[src/rtl/core/assert_macros.svh]
// Assertion macros shared by the RTL of the response parser.
// Bodies are empty when SYNTHESIS is defined.
`ifndef ASSERT_MACROS_SVH
`define ASSERT_MACROS_SVH
`ifndef SYNTHESIS
`define ASSERT_IMPL(label, clk, rst, a, c) \
  label: assert property (@(posedge clk) disable iff (rst) (a) |-> (c)) else $error("%m");
`define ASSERT_NEXT(label, clk, rst, a, c) \
  label: assert property (@(posedge clk) disable iff (rst) (a) |=> (c)) else $error("%m");
`else
`define ASSERT_IMPL(label, clk, rst, a, c)
`define ASSERT_NEXT(label, clk, rst, a, c)
`endif
`endif

[src/rtl/core/hrcp_pkg.sv]
// Types and constants for the chunked HTTP response parser.
// No dependencies.
`timescale 1ns / 1ps
`default_nettype none
package hrcp_pkg;
  localparam int LengthLimit  = 8192;
  localparam int MaxHexDigits = 6;
  localparam int BodyMax      = 65535;

  localparam logic [1:0] KIND_BODY   = 2'd0;
  localparam logic [1:0] KIND_ACCEPT = 2'd1;
  localparam logic [1:0] KIND_REJECT = 2'd2;

  localparam logic [1:0] HDR_NONE = 2'd0;
  localparam logic [1:0] HDR_LEN  = 2'd1;
  localparam logic [1:0] HDR_TE   = 2'd2;
  localparam logic [1:0] HDR_CE   = 2'd3;

  typedef enum logic [13:0] {
    PH_PREFIX      = 14'b00000000000001,
    PH_STATUS_REST = 14'b00000000000010,
    PH_NAME        = 14'b00000000000100,
    PH_VALUE       = 14'b00000000001000,
    PH_PLAIN       = 14'b00000000010000,
    PH_CSIZE       = 14'b00000000100000,
    PH_CSIZE_LF    = 14'b00000001000000,
    PH_CDATA       = 14'b00000010000000,
    PH_DATA_CR     = 14'b00000100000000,
    PH_DATA_LF     = 14'b00001000000000,
    PH_TRAIL_CR    = 14'b00010000000000,
    PH_TRAIL_LF    = 14'b00100000000000,
    PH_DONE        = 14'b01000000000000,
    PH_ERROR       = 14'b10000000000000
  } phase_t;

  typedef struct packed {
    logic [7:0] data_byte;
    logic       end_of_message;
  } in_word_t;

  typedef struct packed {
    logic [1:0]  result_kind;
    logic [7:0]  body_byte;
    logic [9:0]  status_code;
    logic [15:0] body_length;
    logic        is_last;
  } out_word_t;

  function automatic logic [7:0] lower(input logic [7:0] b);
    lower = (b >= 8'h41 && b <= 8'h5a) ? b + 8'd32 : b;
  endfunction

  function automatic logic [7:0] status_char(input logic [3:0] i);
    unique case (i)
      4'd0: status_char = "H";
      4'd1, 4'd2: status_char = "T";
      4'd3: status_char = "P";
      4'd4: status_char = "/";
      4'd5, 4'd7: status_char = "1";
      4'd6: status_char = ".";
      default: status_char = " ";
    endcase
  endfunction

  // Name table lookup; q selects the header, index beyond the name reads as zero
  function automatic logic [7:0] name_char(input logic [1:0] q, input logic [4:0] i);
    logic [8*17-1:0] s;
    logic [4:0] n;
    unique case (q)
      HDR_LEN: begin s = {"content-length", 24'h0}; n = 5'd14; end
      HDR_TE:  begin s = "transfer-encoding"; n = 5'd17; end
      default: begin s = {"content-encoding", 8'h0}; n = 5'd16; end
    endcase
    if (i >= n) name_char = 8'h00;
    else name_char = s[8*(16-i) +: 8];
  endfunction

  function automatic logic [4:0] name_len(input logic [1:0] q);
    unique case (q)
      HDR_LEN: name_len = 5'd14;
      HDR_TE:  name_len = 5'd17;
      default: name_len = 5'd16;
    endcase
  endfunction

  function automatic logic [7:0] value_char(input logic [1:0] q, input logic [3:0] i);
    logic [63:0] s;
    if (q == HDR_TE) s = {"chunked", 8'h0};
    else s = "identity";
    value_char = (i >= 4'd8) ? 8'h00 : s[8*(7-i) +: 8];
  endfunction

  function automatic logic [3:0] value_len(input logic [1:0] q);
    value_len = (q == HDR_TE) ? 4'd7 : 4'd8;
  endfunction
endpackage
`default_nettype wire

[src/rtl/core/hrcp_stream_if.sv]
// Valid/ready stream interface carrying one payload word.
// Payload types are the hrcp_pkg structs.
`timescale 1ns / 1ps
`default_nettype none
interface hrcp_in_if;
  logic valid;
  logic ready;
  hrcp_pkg::in_word_t data;
  modport source (output valid, output data, input ready);
  modport sink (input valid, input data, output ready);
endinterface

interface hrcp_out_if;
  logic valid;
  logic ready;
  hrcp_pkg::out_word_t data;
  modport source (output valid, output data, input ready);
  modport sink (input valid, input data, output ready);
endinterface
`default_nettype wire

[src/rtl/core/http_response_chunked_parser.sv]
// Chunked HTTP response parser: one byte word in, up to two result words out.
// The first result word of a byte is registered and presented in the cycle after the byte is accepted.
// Throughput: one byte per cycle while the output is taken; a byte that yields both
// a body word and the verdict fills the two-entry output queue and holds the input until it has room.
// Synchronous reset returns the parser to the status line start with the queue empty.
`timescale 1ns / 1ps
`default_nettype none
`include "assert_macros.svh"
module http_response_chunked_parser (
  input  wire logic   clk,
  input  wire logic   rst,
  hrcp_in_if.sink     in_ch,
  hrcp_out_if.source  out_ch
);
  hrcp_pkg::phase_t phase, ph;
  logic [4:0]  line_position, lp;
  logic [9:0]  status_value, sv;
  logic        pending_cr, pcr;
  logic [2:0]  cand, cd;
  logic [1:0]  matched, mh;
  logic [3:0]  value_position, vp;
  logic        vf_started, vf_trailing, vf_bad, vs, vt, vb;
  logic [13:0] declared_length, dl;
  logic        seen_len, seen_te, sl, st;
  logic [13:0] chunk_remaining, cr;
  logic [2:0]  hex_count, hc;
  logic [15:0] body_count, bc;
  logic [4:0]  total_count, tc;

  // two-entry output queue
  hrcp_pkg::out_word_t q0, q1;
  logic [1:0] q_count;
  logic       emit_body, emit_final;
  hrcp_pkg::out_word_t body_word, final_word;
  logic       take, pop;

  logic [7:0] b;
  logic       eom;
  assign b   = in_ch.data.data_byte;
  assign eom = in_ch.data.end_of_message;
  assign in_ch.ready  = (q_count == 2'd0) || (q_count == 2'd1 && pop);
  assign take   = in_ch.valid && in_ch.ready;
  assign pop    = out_ch.valid && out_ch.ready;
  assign out_ch.valid = (q_count != 2'd0);
  assign out_ch.data  = q0;

  always_comb begin
    logic [7:0] c;
    logic       redo, do_char, bad;
    logic [3:0] hx;
    logic       ok;
    logic [4:0] nlen;
    ph = phase; lp = line_position; sv = status_value; pcr = pending_cr;
    cd = cand; mh = matched; vp = value_position;
    vs = vf_started; vt = vf_trailing; vb = vf_bad;
    dl = declared_length; sl = seen_len; st = seen_te;
    cr = chunk_remaining; hc = hex_count; bc = body_count;
    tc = (total_count < 5'd31) ? total_count + 5'd1 : total_count;
    emit_body = 1'b0;
    c = b; redo = 1'b0; do_char = 1'b0; hx = 4'd0; ok = 1'b0; bad = 1'b0; nlen = '0;
    unique case (phase)
      hrcp_pkg::PH_PREFIX: begin
        if (line_position < 5'd9) begin
          if (b != hrcp_pkg::status_char(line_position[3:0])) ph = hrcp_pkg::PH_ERROR;
        end else if (line_position <= 5'd11) begin
          if (b < "0" || b > "9" || (line_position == 5'd9 && (b < "1" || b > "5")))
            ph = hrcp_pkg::PH_ERROR;
          else sv = 10'((status_value * 10) + 10'(b - "0"));
        end else begin
          if (b != " ") ph = hrcp_pkg::PH_ERROR;
          else ph = hrcp_pkg::PH_STATUS_REST;
        end
        lp = line_position + 5'd1;
      end
      hrcp_pkg::PH_STATUS_REST, hrcp_pkg::PH_NAME, hrcp_pkg::PH_VALUE: begin
        if (pending_cr) begin
          pcr = 1'b0;
          if (b == 8'h0a) begin
            // line end
            if (phase == hrcp_pkg::PH_STATUS_REST) begin
              ph = hrcp_pkg::PH_NAME; lp = '0; cd = 3'b111; mh = hrcp_pkg::HDR_NONE;
            end else if (phase == hrcp_pkg::PH_VALUE) begin
              if (matched == hrcp_pkg::HDR_LEN && !vf_started) ph = hrcp_pkg::PH_ERROR;
              else if (matched[1] && (vf_bad || value_position <
                       hrcp_pkg::value_len(matched))) ph = hrcp_pkg::PH_ERROR;
              else begin
                ph = hrcp_pkg::PH_NAME; lp = '0; cd = 3'b111; mh = hrcp_pkg::HDR_NONE;
              end
            end else if (line_position != 5'd0) ph = hrcp_pkg::PH_ERROR;
            else if (seen_len && seen_te) ph = hrcp_pkg::PH_ERROR;
            else if (seen_te) begin
              ph = hrcp_pkg::PH_CSIZE; cr = '0; hc = '0;
            end else ph = hrcp_pkg::PH_PLAIN;
          end else begin
            redo = 1'b1;
          end
        end else if (b == 8'h0d) pcr = 1'b1;
        else do_char = 1'b1;
      end
      hrcp_pkg::PH_PLAIN: begin
        if (body_count >= 16'(hrcp_pkg::BodyMax)) ph = hrcp_pkg::PH_ERROR;
        else begin bc = body_count + 16'd1; emit_body = 1'b1; end
      end
      hrcp_pkg::PH_CSIZE: begin
        if (b == 8'h0d) ph = (hex_count != 3'd0) ? hrcp_pkg::PH_CSIZE_LF : hrcp_pkg::PH_ERROR;
        else begin
          if (b >= "0" && b <= "9") hx = 4'(b - "0");
          else if (b >= "a" && b <= "f") hx = 4'(b - "a" + 8'd10);
          else if (b >= "A" && b <= "F") hx = 4'(b - "A" + 8'd10);
          else bad = 1'b1;
          if (bad) ph = hrcp_pkg::PH_ERROR;
          else if (hex_count >= 3'(hrcp_pkg::MaxHexDigits) ||
                   chunk_remaining > 14'(hrcp_pkg::LengthLimit / 16)) ph = hrcp_pkg::PH_ERROR;
          else begin
            hc = hex_count + 3'd1;
            cr = {chunk_remaining[9:0], hx};
          end
        end
      end
      hrcp_pkg::PH_CSIZE_LF: begin
        if (b != 8'h0a) ph = hrcp_pkg::PH_ERROR;
        else ph = (chunk_remaining != '0) ? hrcp_pkg::PH_CDATA : hrcp_pkg::PH_TRAIL_CR;
      end
      hrcp_pkg::PH_CDATA: begin
        if (body_count >= 16'(hrcp_pkg::BodyMax)) ph = hrcp_pkg::PH_ERROR;
        else begin
          bc = body_count + 16'd1; emit_body = 1'b1;
          cr = chunk_remaining - 14'd1;
          if (chunk_remaining == 14'd1) ph = hrcp_pkg::PH_DATA_CR;
        end
      end
      hrcp_pkg::PH_DATA_CR: ph = (b == 8'h0d) ? hrcp_pkg::PH_DATA_LF : hrcp_pkg::PH_ERROR;
      hrcp_pkg::PH_DATA_LF: begin
        if (b != 8'h0a) ph = hrcp_pkg::PH_ERROR;
        else begin ph = hrcp_pkg::PH_CSIZE; cr = '0; hc = '0; end
      end
      hrcp_pkg::PH_TRAIL_CR: ph = (b == 8'h0d) ? hrcp_pkg::PH_TRAIL_LF : hrcp_pkg::PH_ERROR;
      hrcp_pkg::PH_TRAIL_LF: ph = (b == 8'h0a) ? hrcp_pkg::PH_DONE : hrcp_pkg::PH_ERROR;
      default: ph = hrcp_pkg::PH_ERROR;
    endcase

    // A held CR is replayed as a line character, then the current byte follows unless it is a CR, which is held again.
    // Two line characters in one byte: apply them in sequence.
    for (int k = 0; k < 2; k++) begin
      if ((k == 0 && redo) || (k == 1 && (do_char || (redo && b != 8'h0d)))) begin
        c = (k == 0) ? 8'h0d : b;
        if (ph == hrcp_pkg::PH_NAME) begin
          if (c == ":") begin
            mh = hrcp_pkg::HDR_NONE;
            for (int q = 0; q < 3; q++) begin
              nlen = hrcp_pkg::name_len(2'(q + 1));
              if (cd[q] && lp == nlen) mh = 2'(q + 1);
            end
            if (mh == hrcp_pkg::HDR_LEN && sl) ph = hrcp_pkg::PH_ERROR;
            else if (mh == hrcp_pkg::HDR_TE && st) ph = hrcp_pkg::PH_ERROR;
            else begin
              if (mh == hrcp_pkg::HDR_LEN) sl = 1'b1;
              if (mh == hrcp_pkg::HDR_TE) st = 1'b1;
              vp = '0; vs = 1'b0; vt = 1'b0; vb = 1'b0;
              ph = hrcp_pkg::PH_VALUE;
            end
          end else begin
            for (int q = 0; q < 3; q++) begin
              nlen = hrcp_pkg::name_len(2'(q + 1));
              if (lp >= nlen || hrcp_pkg::lower(c) != hrcp_pkg::name_char(2'(q + 1), lp))
                cd[q] = 1'b0;
            end
            if (lp < 5'd31) lp = lp + 5'd1;
          end
        end else if (ph == hrcp_pkg::PH_VALUE && mh != hrcp_pkg::HDR_NONE &&
                     (vs || !(c == " " || c == 8'h09))) begin
          if (mh == hrcp_pkg::HDR_LEN) begin
            if (c == " " || c == 8'h09) vt = 1'b1;
            else if (vt || c < "0" || c > "9" || dl > 14'(hrcp_pkg::LengthLimit / 10))
              ph = hrcp_pkg::PH_ERROR;
            else begin
              dl = 14'((dl * 10) + 14'(c - "0"));
              vs = 1'b1;
            end
          end else begin
            vs = 1'b1;
            if (c == " " || c == 8'h09) begin
              if (vp < hrcp_pkg::value_len(mh)) vb = 1'b1;
            end else if (vp >= hrcp_pkg::value_len(mh) ||
                         hrcp_pkg::lower(c) != hrcp_pkg::value_char(mh, vp)) vb = 1'b1;
            if (vp < 4'd15) vp = vp + 4'd1;
          end
        end
      end
    end
    if (redo && b == 8'h0d && ph != hrcp_pkg::PH_ERROR) pcr = 1'b1;

    ok = (tc >= 5'd16);
    if (ph == hrcp_pkg::PH_PLAIN) begin
      if (sl && {2'b00, dl} != bc) ok = 1'b0;
    end else if (ph != hrcp_pkg::PH_DONE) ok = 1'b0;
    emit_final = eom;
    body_word = '{result_kind: hrcp_pkg::KIND_BODY, body_byte: b, status_code: '0,
                  body_length: '0, is_last: 1'b0};
    if (ok) final_word = '{result_kind: hrcp_pkg::KIND_ACCEPT, body_byte: '0,
                           status_code: sv, body_length: bc, is_last: 1'b1};
    else final_word = '{result_kind: hrcp_pkg::KIND_REJECT, body_byte: '0,
                        status_code: '0, body_length: '0, is_last: 1'b1};
  end

  always_ff @(posedge clk) begin
    if (rst || (take && eom)) begin
      phase <= hrcp_pkg::PH_PREFIX; line_position <= '0; status_value <= '0;
      pending_cr <= 1'b0; cand <= 3'b111; matched <= hrcp_pkg::HDR_NONE;
      value_position <= '0; vf_started <= 1'b0; vf_trailing <= 1'b0; vf_bad <= 1'b0;
      declared_length <= '0; seen_len <= 1'b0; seen_te <= 1'b0;
      chunk_remaining <= '0; hex_count <= '0; body_count <= '0; total_count <= '0;
    end else if (take) begin
      phase <= ph; line_position <= lp; status_value <= sv; pending_cr <= pcr;
      cand <= cd; matched <= mh; value_position <= vp;
      vf_started <= vs; vf_trailing <= vt; vf_bad <= vb;
      declared_length <= dl; seen_len <= sl; seen_te <= st;
      chunk_remaining <= cr; hex_count <= hc; body_count <= bc; total_count <= tc;
    end
  end

  // output queue: q0 is the head
  always_ff @(posedge clk) begin
    logic [1:0] n;
    hrcp_pkg::out_word_t a0, a1;
    if (rst) begin
      q_count <= '0;
    end else begin
      a0 = q0; a1 = q1; n = q_count;
      if (pop) begin a0 = a1; n = n - 2'd1; end
      if (take && emit_body) begin
        if (n == 2'd0) a0 = body_word; else a1 = body_word;
        n = n + 2'd1;
      end
      if (take && emit_final) begin
        if (n == 2'd0) a0 = final_word; else a1 = final_word;
        n = n + 2'd1;
      end
      q0 <= a0; q1 <= a1; q_count <= n;
    end
  end

  `ASSERT_IMPL(a_count_range, clk, rst, 1'b1, q_count <= 2'd2)
  `ASSERT_IMPL(a_no_overflow, clk, rst, take, q_count == 2'd0 || (q_count == 2'd1 && pop))
  `ASSERT_NEXT(a_eom_resets, clk, rst, take && eom, phase == hrcp_pkg::PH_PREFIX)
  `ASSERT_IMPL(a_body_not_last, clk, rst,
               out_ch.valid && out_ch.data.result_kind == hrcp_pkg::KIND_BODY,
               !out_ch.data.is_last)
endmodule
`default_nettype wire

[src/flat_wrapper.sv]
// flat-port wrapper written by rule: the top's interface ports become plain ports
module http_response_chunked_parser_flat 
  (clk, rst, in_ch_valid, in_ch_data, in_ch_ready, out_ch_valid, out_ch_data, out_ch_ready);
  hrcp_in_if in_ch_i ();
  hrcp_out_if out_ch_i ();
  input  wire logic clk;
  input  wire logic rst;
  input wire logic [$bits(in_ch_i.valid)-1:0] in_ch_valid;
  input wire logic [$bits(in_ch_i.data)-1:0] in_ch_data;
  output wire logic [$bits(in_ch_i.ready)-1:0] in_ch_ready;
  output wire logic [$bits(out_ch_i.valid)-1:0] out_ch_valid;
  output wire logic [$bits(out_ch_i.data)-1:0] out_ch_data;
  input wire logic [$bits(out_ch_i.ready)-1:0] out_ch_ready;
  assign in_ch_i.valid = in_ch_valid;
  assign in_ch_i.data = in_ch_data;
  assign in_ch_ready = in_ch_i.ready;
  assign out_ch_valid = out_ch_i.valid;
  assign out_ch_data = out_ch_i.data;
  assign out_ch_i.ready = out_ch_ready;
  http_response_chunked_parser u_core (.clk(clk), .rst(rst), .in_ch(in_ch_i), .out_ch(out_ch_i));
endmodule
[config.mk]
export PLATFORM = sky130hd
export DESIGN_NAME = http_response_chunked_parser_flat
export DESIGN_NICKNAME = d
export VERILOG_FILES = /design/src/rtl/core/hrcp_pkg.sv /design/src/rtl/core/hrcp_stream_if.sv /design/src/rtl/core/http_response_chunked_parser.sv /design/src/flat_wrapper.sv
export VERILOG_INCLUDE_DIRS = /design/src /design/src/rtl/core
export SDC_FILE = /design/constraint.sdc
export NUM_CORES = 1
export LEC_CHECK = 0
export BUFFER_PORTS_ARGS = -buffer_cell sky130_fd_sc_hd__buf_2
export CAP_MARGIN = 30
export CORE_MARGIN = 4
export CORE_UTILIZATION = 60
export CTS_CLUSTER_DIAMETER = 30
export DETAILED_ROUTE_END_ITERATION = 16
export PLACE_DENSITY = 0.87
export REMOVE_ABC_BUFFERS = 1
export SYNTH_ARGS = -nofsm -noshare
export SYNTH_HDL_FRONTEND = slang
export SYNTH_SLANG_ARGS = --single-unit
[constraint.sdc]
create_clock -name clk -period 7.9 [get_ports clk]
set_input_delay 0.79 -clock clk [delete_from_list [all_inputs] [get_ports clk]]
set_output_delay 0.79 -clock clk [all_outputs]
set_load 0.03 [all_outputs]
==> results by group, run 1 <==
Run status
  – Status: finished, final reports clean

Die
  – FP Rows: 57
  – CORE AREA: 24600 sq um
  – Die height: 167 um
  – Starting Density: 61.7%
  – IO Count: 52
  – Chip Width: 167 um
  – DIE AREA: 27900 sq um

Cells and area
  – Commonest non-fill, non-tap cell in the layout: nor2_1
  – Fin nets: 1989
  – Layout cells sized above 1: 8.85%
  – Most frequent cells in the layout: nor2_1, nand2_1, a21oi_1, dfxtp_1, ha_1
  – Synth-to-Final Area Change: 5.93%
  – Non-filler cells in the finished layout: 2210
  – ANT cells: 0
  – Fill cells: 2011
  – Post-layout util: 65.4%

CTS
  – H-tree depth: 4
  – CTS root buffer: clkbuf_16
  – Clock Pin Slew Worst Setup and Hold Paths: 0.08 ns
  – Post-CTS Setup Inserts: 0
  – CTS resizes: 0
  – CTS Hold Bufs: 0
  – Sinks on Clock Net: 179
  – Longest Clk Path Bufs: 2
  – TritonCTS clock tree: yes
  – Clk_lat worst skew: 0.45 ns
  – Inserted Clock Buffers: 17

Routing
  – Starting DRC count in detailed routing: 2144
  – Routed wire length: 46200 um
  – Vias per cell: 6.88
  – Vias after detailed routing: 15200
  – # DRC: 0
  – 1st-pass router iterations: 7
  – Routed Antenna Nets: 0
  – DR WL/cell: 20.9 um

Placed design
  – DPL Wire Length: 32700 um
  – Port bufs: 51
  – GPL Wtd Cong: 0.978
  – # placed instances: 2178

Pwr
  – Pwr/cell area: 296 nW/um^2
  – VDD IR max: 0.308 mV
  – Internal power: 2.45 mW
  – Sw Pwr: 2.31 mW
  – LEAKAGE: 6.29 nW
  – Logic gate share of total power: 55.5%
  – Flop pwr share: 26.7%
  – Clk pwr share: 17.8%
  – Sw Share: 48.5%

Yosys
  – Post-Syn Area: 15200 sq um
  – Synth top area cells: edfxtp_1, dfxtp_1, ha_1, a21oi_1, nor2_1
  – Post-synth top flop: dfxtp_1
  – Number of synthesized flops with an enable pin: 74
  – Biggest area consumer among synthesized cells: edfxtp_1
  – FFs w/ async S/R, synth: 0%
  – Synth Register Bits: 179
  – Syn_area_per_cell: 7.99 sq um
  – YS warnings: 0
  – Top cell type's share of synthesized area: 14.6%
  – Syn Inst Count: 1900
  – Seq/Total Area, Yosys: 28.5%
  – Synth cell types: 100

Timing
  – Setup_tns: 0 ns
  – Final worst-path cycle share: 87.7%
  – Slew Viols, Final: 0
  – Slew margin rel.: 34.7%
  – Clock skew: 0.0190 ns
  – Worst-margin pin slew: 0.972 ns
  – Peak Freq: 0.144 GHz
  – Worst hold slack: 0.493 ns
  – # setup viols final: 0
  – Fin. Hold Viols: 0
  – Unrepaired setup endpoints after global routing: no
  – Tmin final: 6.93 ns

Job
  – Reported max-cap violation count: 0

Worst setup path
  – Critical Path Fanout Max: 21
  – CP peak stage delay: 0.74 ns
  – Crit path buffers/inverters: 2
  – Critical path, cell by cell: nor2b_1 > inv_1 > ha_1 > a21o_1 > a211oi_1 > or4_1 > a211o_1 > and3_1 > or2_1 > inv_2 > ha_1 > nand3_1 > nor2_1 > ha_1 > a31oi_1 > nor4b_1 > nor4_1 > nor4_1 > nand4_1 > o21ai_1
  – Required time worst endpoint: 8.27 ns
  – Most frequent CP cell: ha_1
  – Startpoint types: flop
  – CP arrival: 7.30 ns
  – Kind of critical path: flop to flop
  – Cell family with most CP delay: simple AND/OR/NAND/NOR gates
  – CP Capture Type: flop
  – Worst path slowest cell: or4_1

Global routing
  – Initial antenna violation count: 0
  – Largest net degree at the start of global routing: 75
  – GRT Util Overall: 32.1%
  – Vias in the first global route: 14400
  – First-pass GRT wire length: 75100 um
  – Total gr overflow: 0

Worst hold path
  – Worst Hold Class: flop to flop
## logic make-up after synthesis
group,count (synthesis),synth area share (%)
compound gates,562,24.5
mux,68,4.55
simple gates,702,23.0
fa+ha+maj,103,8.69
xor+xnor,100,5.77
flops,179,28.5
buf+inv,186,4.99
## synthesized netlist by cell type (9+ instances only)
library cell	n
nor4b_1	9
edfxtp_1	74
nor2_1	198
nor4_1	20
o211ai_1	22
nor2b_1	13
nand3_1	53
nand2b_1	15
nand4_1	32
clkbuf_1	80
o21ai_2	9
a21oi_1	150
mux2i_1	60
o22ai_1	39
o21ai_0	88
a31oi_1	25
a211oi_1	39
dfxtp_1	105
buf_2	14
nor3_1	60
o21bai_1	10
and3_1	14
xnor2_1	72
and2_1	15
a311oi_1	9
o21ai_1	24
o31ai_1	10
or3_1	13
a21o_1	24
or4_1	13
nand2_1	193
ha_1	99
a22oi_1	12
xor2_1	28
or2_2	12
inv_1	72
## registers in the layout, summed over array words and instances, names as in the netlist, 2 cells and up, named ones only
name,cells
u_core.value_position,4
u_core.out_ch.data,37
u_core.body_count,16
u_core.hex_count,3
u_core.matched,2
u_core.total_count,4
u_core.line_position,5
u_core.cand,3
u_core.chunk_remaining,14
u_core.status_value,10
u_core.q_count,2
u_core.q1,37
u_core.declared_length,14
u_core.phase,14
## per-stage QoR
stage	area [sq um]	total power [mW]	worst slack (ns)
6_report	16100	4.76	0.972
5_1_grt	16100	5.03	0.385
4_1_cts	16100	4.69	1.18
3_5_place_dp	15500	3.84	0.808
3_3_place_gp	15500	3.79	1.09
2_1_floorplan	14700	3.14	2.42
## area by class of cell
cell class	instances	area (sq um)	area share, %
Clock inverter	14	145	0.902
Clock buffer	18	429	2.67
Tap cell	324	405	2.52
Multi-Input combinational cell	1535	10100	62.9
Inverter	77	289	1.80
Sequential cell	179	4320	26.9
Timing Repair Buffer	63	373	2.32
## power groups by stage
| stage | Sequential, mW | Clock (mW) | Combinational (mW) |
|---|---|---|---|
| global placement | 1.27 | 0 | 2.52 |
| global route | 1.29 | 0.887 | 2.85 |
| floorplan | 1.38 | 0 | 1.76 |
| CTS | 1.27 | 0.847 | 2.57 |
| finish | 1.27 | 0.849 | 2.64 |
| detailed placement | 1.28 | 0 | 2.55 |
## final timing paths
| path | from | to | slack [ns] | cells past startpoint |
|---|---|---|---|---|
| setup / recovery | u_core.matched[1]$_SDFFE_PP0P_ | u_core.cand[0]$_SDFFE_PP1P_ | 0.97 | 20 |
| hold / removal | u_core.vf_trailing$_SDFFE_PP0P_ | u_core.vf_trailing$_SDFFE_PP0P_ | 0.49 | 2 |
| setup reg to reg | u_core.matched[1]$_SDFFE_PP0P_ | u_core.cand[0]$_SDFFE_PP1P_ | 0.97 | 20 |
| hold reg to reg | u_core.vf_trailing$_SDFFE_PP0P_ | u_core.vf_trailing$_SDFFE_PP0P_ | 0.49 | 2 |
## worst register-to-register path: cells and delay by family (launching register included)
kind	cells	cell delay, ns
buffers and inverters	2	0.53
DFF	1	0.55
AOI/OAI and AO/OA	5	1.10
adders and majority gates	3	1.35
and+or+nand+nor	10	3.35
## per-layer routing
layer	wire length, um	share of wire [%]	GRT usage (%)	up-vias
met5	0	0	0	-
met3	4150	9.0	5.05	158
met2	21700	47	52.6	893
met1	18400	40	42.1	7154
li1	-	-	-	6998
met4	1940	4.2	14.1	0
(Power assumes the default switching activity.)
==> run 2, diff against run 1 <==
CELL_PAD_IN_SITES_DETAIL_PLACEMENT = 1   (was default)
CELL_PAD_IN_SITES_GLOBAL_PLACEMENT = 2   (was default)
CORE_UTILIZATION = 39   (was 60)
PLACE_DENSITY = 0.92   (was 0.87)
==> run 2 against run 1 <==
Compared with the run above: register-to-register slack gained 0.07 ns; power grew 2.8%; critical path depth grew 3; sequential share of layout area shrank 0.64 points; critical path type unchanged; core utilization shrank 23 points; die area grew 51%; global-route usage shrank 6.8 points; non-clock buffer count grew 15.
==> results by group, run 2 (synthesis gave the netlist of run 1 again) <==
CTS
  – TritonCTS clock tree: yes
  – Inserted Clock Buffers: 17
  – Clk_lat worst skew: 0.47 ns
  – Clock Pin Slew Worst Setup and Hold Paths: 0.09 ns
  – CTS Hold Bufs: 0
  – H-tree depth: 4
  – Sinks on Clock Net: 179
  – CTS resizes: 0
  – CTS root buffer: clkbuf_16
  – Longest Clk Path Bufs: 2
  – Post-CTS Setup Inserts: 0

Cells and area
  – Most frequent cells in the layout: nor2_1, nand2_1, a21oi_1, dfxtp_1, ha_1
  – Layout cells sized above 1: 9.63%
  – Synth-to-Final Area Change: 8.50%
  – Fin nets: 2004
  – ANT cells: 0
  – Non-filler cells in the finished layout: 2419
  – Post-layout util: 42.7%
  – Commonest non-fill, non-tap cell in the layout: nor2_1

Worst setup path
  – Startpoint types: flop
  – Critical Path Fanout Max: 20
  – Required time worst endpoint: 8.30 ns
  – Worst path slowest cell: ha_1
  – CP Capture Type: flop
  – CP peak stage delay: 0.56 ns
  – Kind of critical path: flop to flop
  – Critical path, cell by cell: nor2b_1 > inv_1 > ha_1 > a21o_1 > a211oi_1 > nor3_1 > a311oi_1 > nor3_1 > inv_1 > ha_1 > nand4_1 > nor3_1 > a31o_2 > a21oi_1 > or2_2 > inv_1 > ha_1 > a31oi_1 > nor4b_1 > nor4_1 > nor4_1 > nand4_1 > o21ai_1
  – CP arrival: 7.26 ns

Run status
  – Status: finished, final reports clean

Die
  – DIE AREA: 42200 sq um
  – IO Count: 52
  – CORE AREA: 38600 sq um
  – Die height: 205 um
  – Starting Density: 39.4%
  – Chip Width: 205 um
  – FP Rows: 72

Worst hold path
  – Worst Hold Class: flop to flop

Global routing
  – Vias in the first global route: 15000
  – Total gr overflow: 0
  – GRT Util Overall: 25.3%
  – Initial antenna violation count: 0
  – Largest net degree at the start of global routing: 76
  – First-pass GRT wire length: 86000 um

Pwr
  – Sw Pwr: 2.41 mW
  – Sw Share: 49.2%
  – Logic gate share of total power: 55.6%
  – Clk pwr share: 18.3%
  – Internal power: 2.49 mW
  – VDD IR max: 0.159 mV
  – Pwr/cell area: 297 nW/um^2
  – Flop pwr share: 26.2%
  – LEAKAGE: 6.40 nW

Timing
  – Unrepaired setup endpoints after global routing: no
  – Final worst-path cycle share: 86.8%
  – Setup_tns: 0 ns
  – Peak Freq: 0.146 GHz
  – Clock skew: 0.0175 ns
  – Fin. Hold Viols: 0
  – Slew margin rel.: 38.4%
  – Worst-margin pin slew: 0.925 ns
  – # setup viols final: 0
  – Slew Viols, Final: 0
  – Tmin final: 6.86 ns

Placed design
  – DPL Wire Length: 40100 um
  – GPL Wtd Cong: 0.930
  – # placed instances: 2386
  – Port bufs: 51

Routing
  – 1st-pass router iterations: 5
  – Routed Antenna Nets: 0
  – Starting DRC count in detailed routing: 1205
  – Vias after detailed routing: 14900
  – DR WL/cell: 22.4 um
  – # DRC: 0
  – Routed wire length: 54200 um
  – Vias per cell: 6.17

Job
  – Reported max-cap violation count: 0
## run 2: final cells by class
cell class	count	area, sq um
Fill cell	4734	22100
Multi-Input combinational cell	1535	10100
Timing Repair Buffer	78	490
Tap cell	518	648
Inverter	77	289
Sequential cell	179	4320
Clock buffer	18	450
Clock inverter	14	148
## run 2: through the flow
| stage | hold WS (ns) | setup slack (ns) | total power, mW | cell area (sq um) |
|---|---|---|---|---|
| final | 0.497 | 1.04 | 4.90 | 16500 |
| after global routing | 0.537 | 0.486 | 5.21 | 16500 |
| after CTS | 0.500 | 1.16 | 4.88 | 16400 |
| after detailed placement | 0.480 | 1.14 | 3.98 | 15800 |
| after global placement | 0.466 | 1.06 | 3.94 | 15800 |
| after floorplan | 0.442 | 2.42 | 3.14 | 14700 |
## run 2: critical path, delay by kind of cell (launching register included)
family / cells / cell delay, ns
DFF: 1 / 0.54
buffers and inverters: 3 / 0.59
adders and majority gates: 3 / 1.05
AOI/OAI and AO/OA: 7 / 1.91
and+or+nand+nor: 10 / 2.68
## run 2: per-layer routing
layer  track usage [%]  wire length, um  vias to the layer above
met5                 0                0                        -
met4              6.65             1260                        0
met3              3.18             2180                       83
met2              43.8            26300                      366
met1              33.6            24400                     7469
li1                  -                -                     7005
## run 2: power by group through the flow
stage / sequential [mW] / clock [mW] / combinational, mW
after CTS: 1.28 / 0.908 / 2.69
after global routing: 1.30 / 0.945 / 2.97
final: 1.28 / 0.894 / 2.72
after floorplan: 1.38 / 0 / 1.76
after global placement: 1.29 / 0 / 2.64
after detailed placement: 1.30 / 0 / 2.67
## run 2: worst paths after layout
path	startpoint	endpoint	slack, ns	depth (start not counted)
worst max register to register	u_core.matched[1]$_SDFFE_PP0P_	u_core.cand[0]$_SDFFE_PP1P_	1.04	23
worst min register to register	u_core.status_value[9]$_SDFFE_PP0P_	u_core.status_value[9]$_SDFFE_PP0P_	0.50	2
worst max-delay path	u_core.matched[1]$_SDFFE_PP0P_	u_core.cand[0]$_SDFFE_PP1P_	1.04	23
worst min-delay path	u_core.status_value[9]$_SDFFE_PP0P_	u_core.status_value[9]$_SDFFE_PP0P_	0.50	2
==> run 3, diff against run 2 <==
CORE_UTILIZATION = 35   (was 39)
PLACE_DENSITY = 0.88   (was 0.92)
clock period = 6.3 ns   (was 7.9 ns; I/O delays follow)
==> run 3 against run 2 <==
Compared with the run above: combinational power up 32%; clock power up 25%; cell count up 4.1%; core utilization down 3.6 points; sequential share of layout area down 0.53 points; power up 29%; worst hold slack worse by 0.076 ns; clock skew down 0.0025 ns; final area up 2.0%; global-route usage down 2.1 points; setup slack worse by 0.63 ns.
==> results by group, run 3 (synthesis gave the netlist of run 1 again) <==
Run status
  – Status: finished, final reports clean

Global routing
  – Total gr overflow: 0
  – Largest net degree at the start of global routing: 61
  – GRT Util Overall: 23.3%
  – Vias in the first global route: 15400
  – First-pass GRT wire length: 87700 um
  – Initial antenna violation count: 0

Cells and area
  – Commonest non-fill, non-tap cell in the layout: nor2_1
  – Fill cells: 5251
  – Post-layout util: 39.1%
  – Fin nets: 2037
  – Non-filler cells in the finished layout: 2519
  – Synth-to-Final Area Change: 10.7%
  – Final instance area: 16800 sq um
  – Layout cells sized above 1: 11.3%
  – ANT cells: 0
  – Most frequent cells in the layout: nor2_1, nand2_1, a21oi_1, dfxtp_1, ha_1

CTS
  – CTS Hold Bufs: 0
  – Longest Clk Path Bufs: 2
  – Sinks on Clock Net: 179
  – CTS resizes: 0
  – H-tree depth: 4
  – TritonCTS clock tree: yes
  – CTS root buffer: clkbuf_16
  – Inserted Clock Buffers: 17
  – Clk_lat worst skew: 0.48 ns
  – Clock Pin Slew Worst Setup and Hold Paths: 0.08 ns
  – Post-CTS Setup Inserts: 0

Timing
  – Peak Freq: 0.170 GHz
  – Fin. Hold Viols: 0
  – Unrepaired setup endpoints after global routing: no
  – Setup_tns: 0 ns
  – Worst-margin pin slew: 1.03 ns
  – Final worst-path cycle share: 93.6%
  – Slew margin rel.: 30.6%
  – Clock skew: 0.0149 ns
  – Post-route setup slack: 0.405 ns
  – Tmin final: 5.90 ns
  – # setup viols final: 0
  – Slew Viols, Final: 0

Pwr
  – Clk pwr share: 17.7%
  – Sw Share: 48.7%
  – LEAKAGE: 6.56 nW
  – Flop pwr share: 25.1%
  – Logic gate share of total power: 57.1%
  – VDD IR max: 0.218 mV
  – Pwr/cell area: 375 nW/um^2
  – Sw Pwr: 3.07 mW
  – Internal power: 3.24 mW

Worst setup path
  – CP arrival: 6.07 ns
  – Reg2Reg Setup Slack: 0.40 ns
  – Critical Path Fanout Max: 27
  – Startpoint types: flop
  – Critical register-to-register path startpoint: u_core.matched[0]$_SDFFE_PP0P_
  – FF-to-FF End: u_core.out_ch.data[18]$_DFFE_PN_
  – FF-to-FF path depth: 24
  – Required time worst endpoint: 6.47 ns
  – Kind of critical path: flop to flop
  – CP Capture Type: flop

Die
  – DIE AREA: 46800 sq um
  – CORE AREA: 43000 sq um
  – FP Rows: 76
  – IO Count: 52
  – Chip Width: 216 um
  – Die height: 216 um
  – Starting Density: 35.3%

Placed design
  – DPL Wire Length: 41500 um
  – Setup WS pre-CTS: 0.166 ns
  – Post-DP Area: 16200 sq um
  – Port bufs: 51
  – GPL Wtd Cong: 0.939
  – # placed instances: 2487

Routing
  – # DRC: 0
  – Vias per cell: 6.00
  – Routed wire length: 55600 um
  – Starting DRC count in detailed routing: 1215
  – DR WL/cell: 22.1 um
  – Vias after detailed routing: 15100
  – 1st-pass router iterations: 5
  – Routed Antenna Nets: 0

Worst hold path
  – WHS Path Cells: 2
  – Hold_sp: rst
  – Hold Path End: u_core.q_count[1]$_SDFF_PP0_
  – Worst Hold Class: input pin to flop

Job
  – Reported max-cap violation count: 0
## run 3: through the flow
stage	hold slack, ns	power, mW
floorplan	0.442	3.94
finish	0.420	6.30
global route	0.418	6.70
detailed placement	0.490	5.12
global placement	0.467	5.07
CTS	0.397	6.26
## run 3: how the worst max path moves through the flow
| stage | start | endpoint | cells past startpoint |
|---|---|---|---|
| 2_1_floorplan | u_core.matched[1]$_SDFFE_PP0P_ | u_core.out_ch.data[35]$_DFFE_PN_ | 22 |
| 3_3_place_gp | in_ch_data[6] | u_core.out_ch.data[35]$_DFFE_PN_ | 25 |
| 3_5_place_dp | in_ch_data[6] | u_core.out_ch.data[18]$_DFFE_PN_ | 25 |
| 4_1_cts | u_core.matched[0]$_SDFFE_PP0P_ | u_core.out_ch.data[18]$_DFFE_PN_ | 25 |
| 5_1_grt | u_core.matched[0]$_SDFFE_PP0P_ | u_core.cand[1]$_SDFFE_PP1P_ | 23 |
| 6_report | u_core.matched[0]$_SDFFE_PP0P_ | u_core.out_ch.data[18]$_DFFE_PN_ | 24 |
## run 3: routing by layer
layer  up-vias  share of wire, %  track usage [%]
met5         -                 0                0
met4         0               3.5             8.96
met3       104               5.0             4.12
met2       408                48             39.2
met1      7533                44             29.7
li1       7076                 -                -
## run 3: area by class of cell
| class | instances | area, sq um | area share [%] |
|---|---|---|---|
| clock buffer | 17 | 425 | 2.53 |
| clock inverter | 15 | 161 | 0.960 |
| inverter | 77 | 289 | 1.72 |
| multi-input combinational | 1535 | 10100 | 60.3 |
| sequential | 179 | 4320 | 25.7 |
| tap | 585 | 732 | 4.35 |
| timing repair buffer | 111 | 738 | 4.39 |
## run 3: worst max-delay path, cell delays in order, from the launching register on
cell      delay, ns
dfxtp_1        0.37
nor2b_1        0.28
inv_1          0.14
ha_1           0.31
a21o_1         0.16
a211oi_1       0.47
nor3_1         0.14
a311oi_2       0.45
nor3_1         0.15
inv_1          0.08
ha_1           0.17
inv_1          0.04
or4_1          0.56
nor2_1         0.14
or2_2          0.25
inv_1          0.09
buf_4          0.19
nor2_1         0.20
nand2_1        0.12
nor2_1         0.27
a21o_1         0.16
nand2_1        0.13
o21ai_2        0.15
buf_4          0.38
o22ai_1        0.16
## run 3: power groups by stage
stage,Sequential [mW],Clock [mW],Combinational (mW)
after CTS,1.59,1.14,3.53
after floorplan,1.73,0,2.21
after global routing,1.61,1.18,3.90
final,1.58,1.12,3.60
after detailed placement,1.61,0,3.51
after global placement,1.59,0,3.48
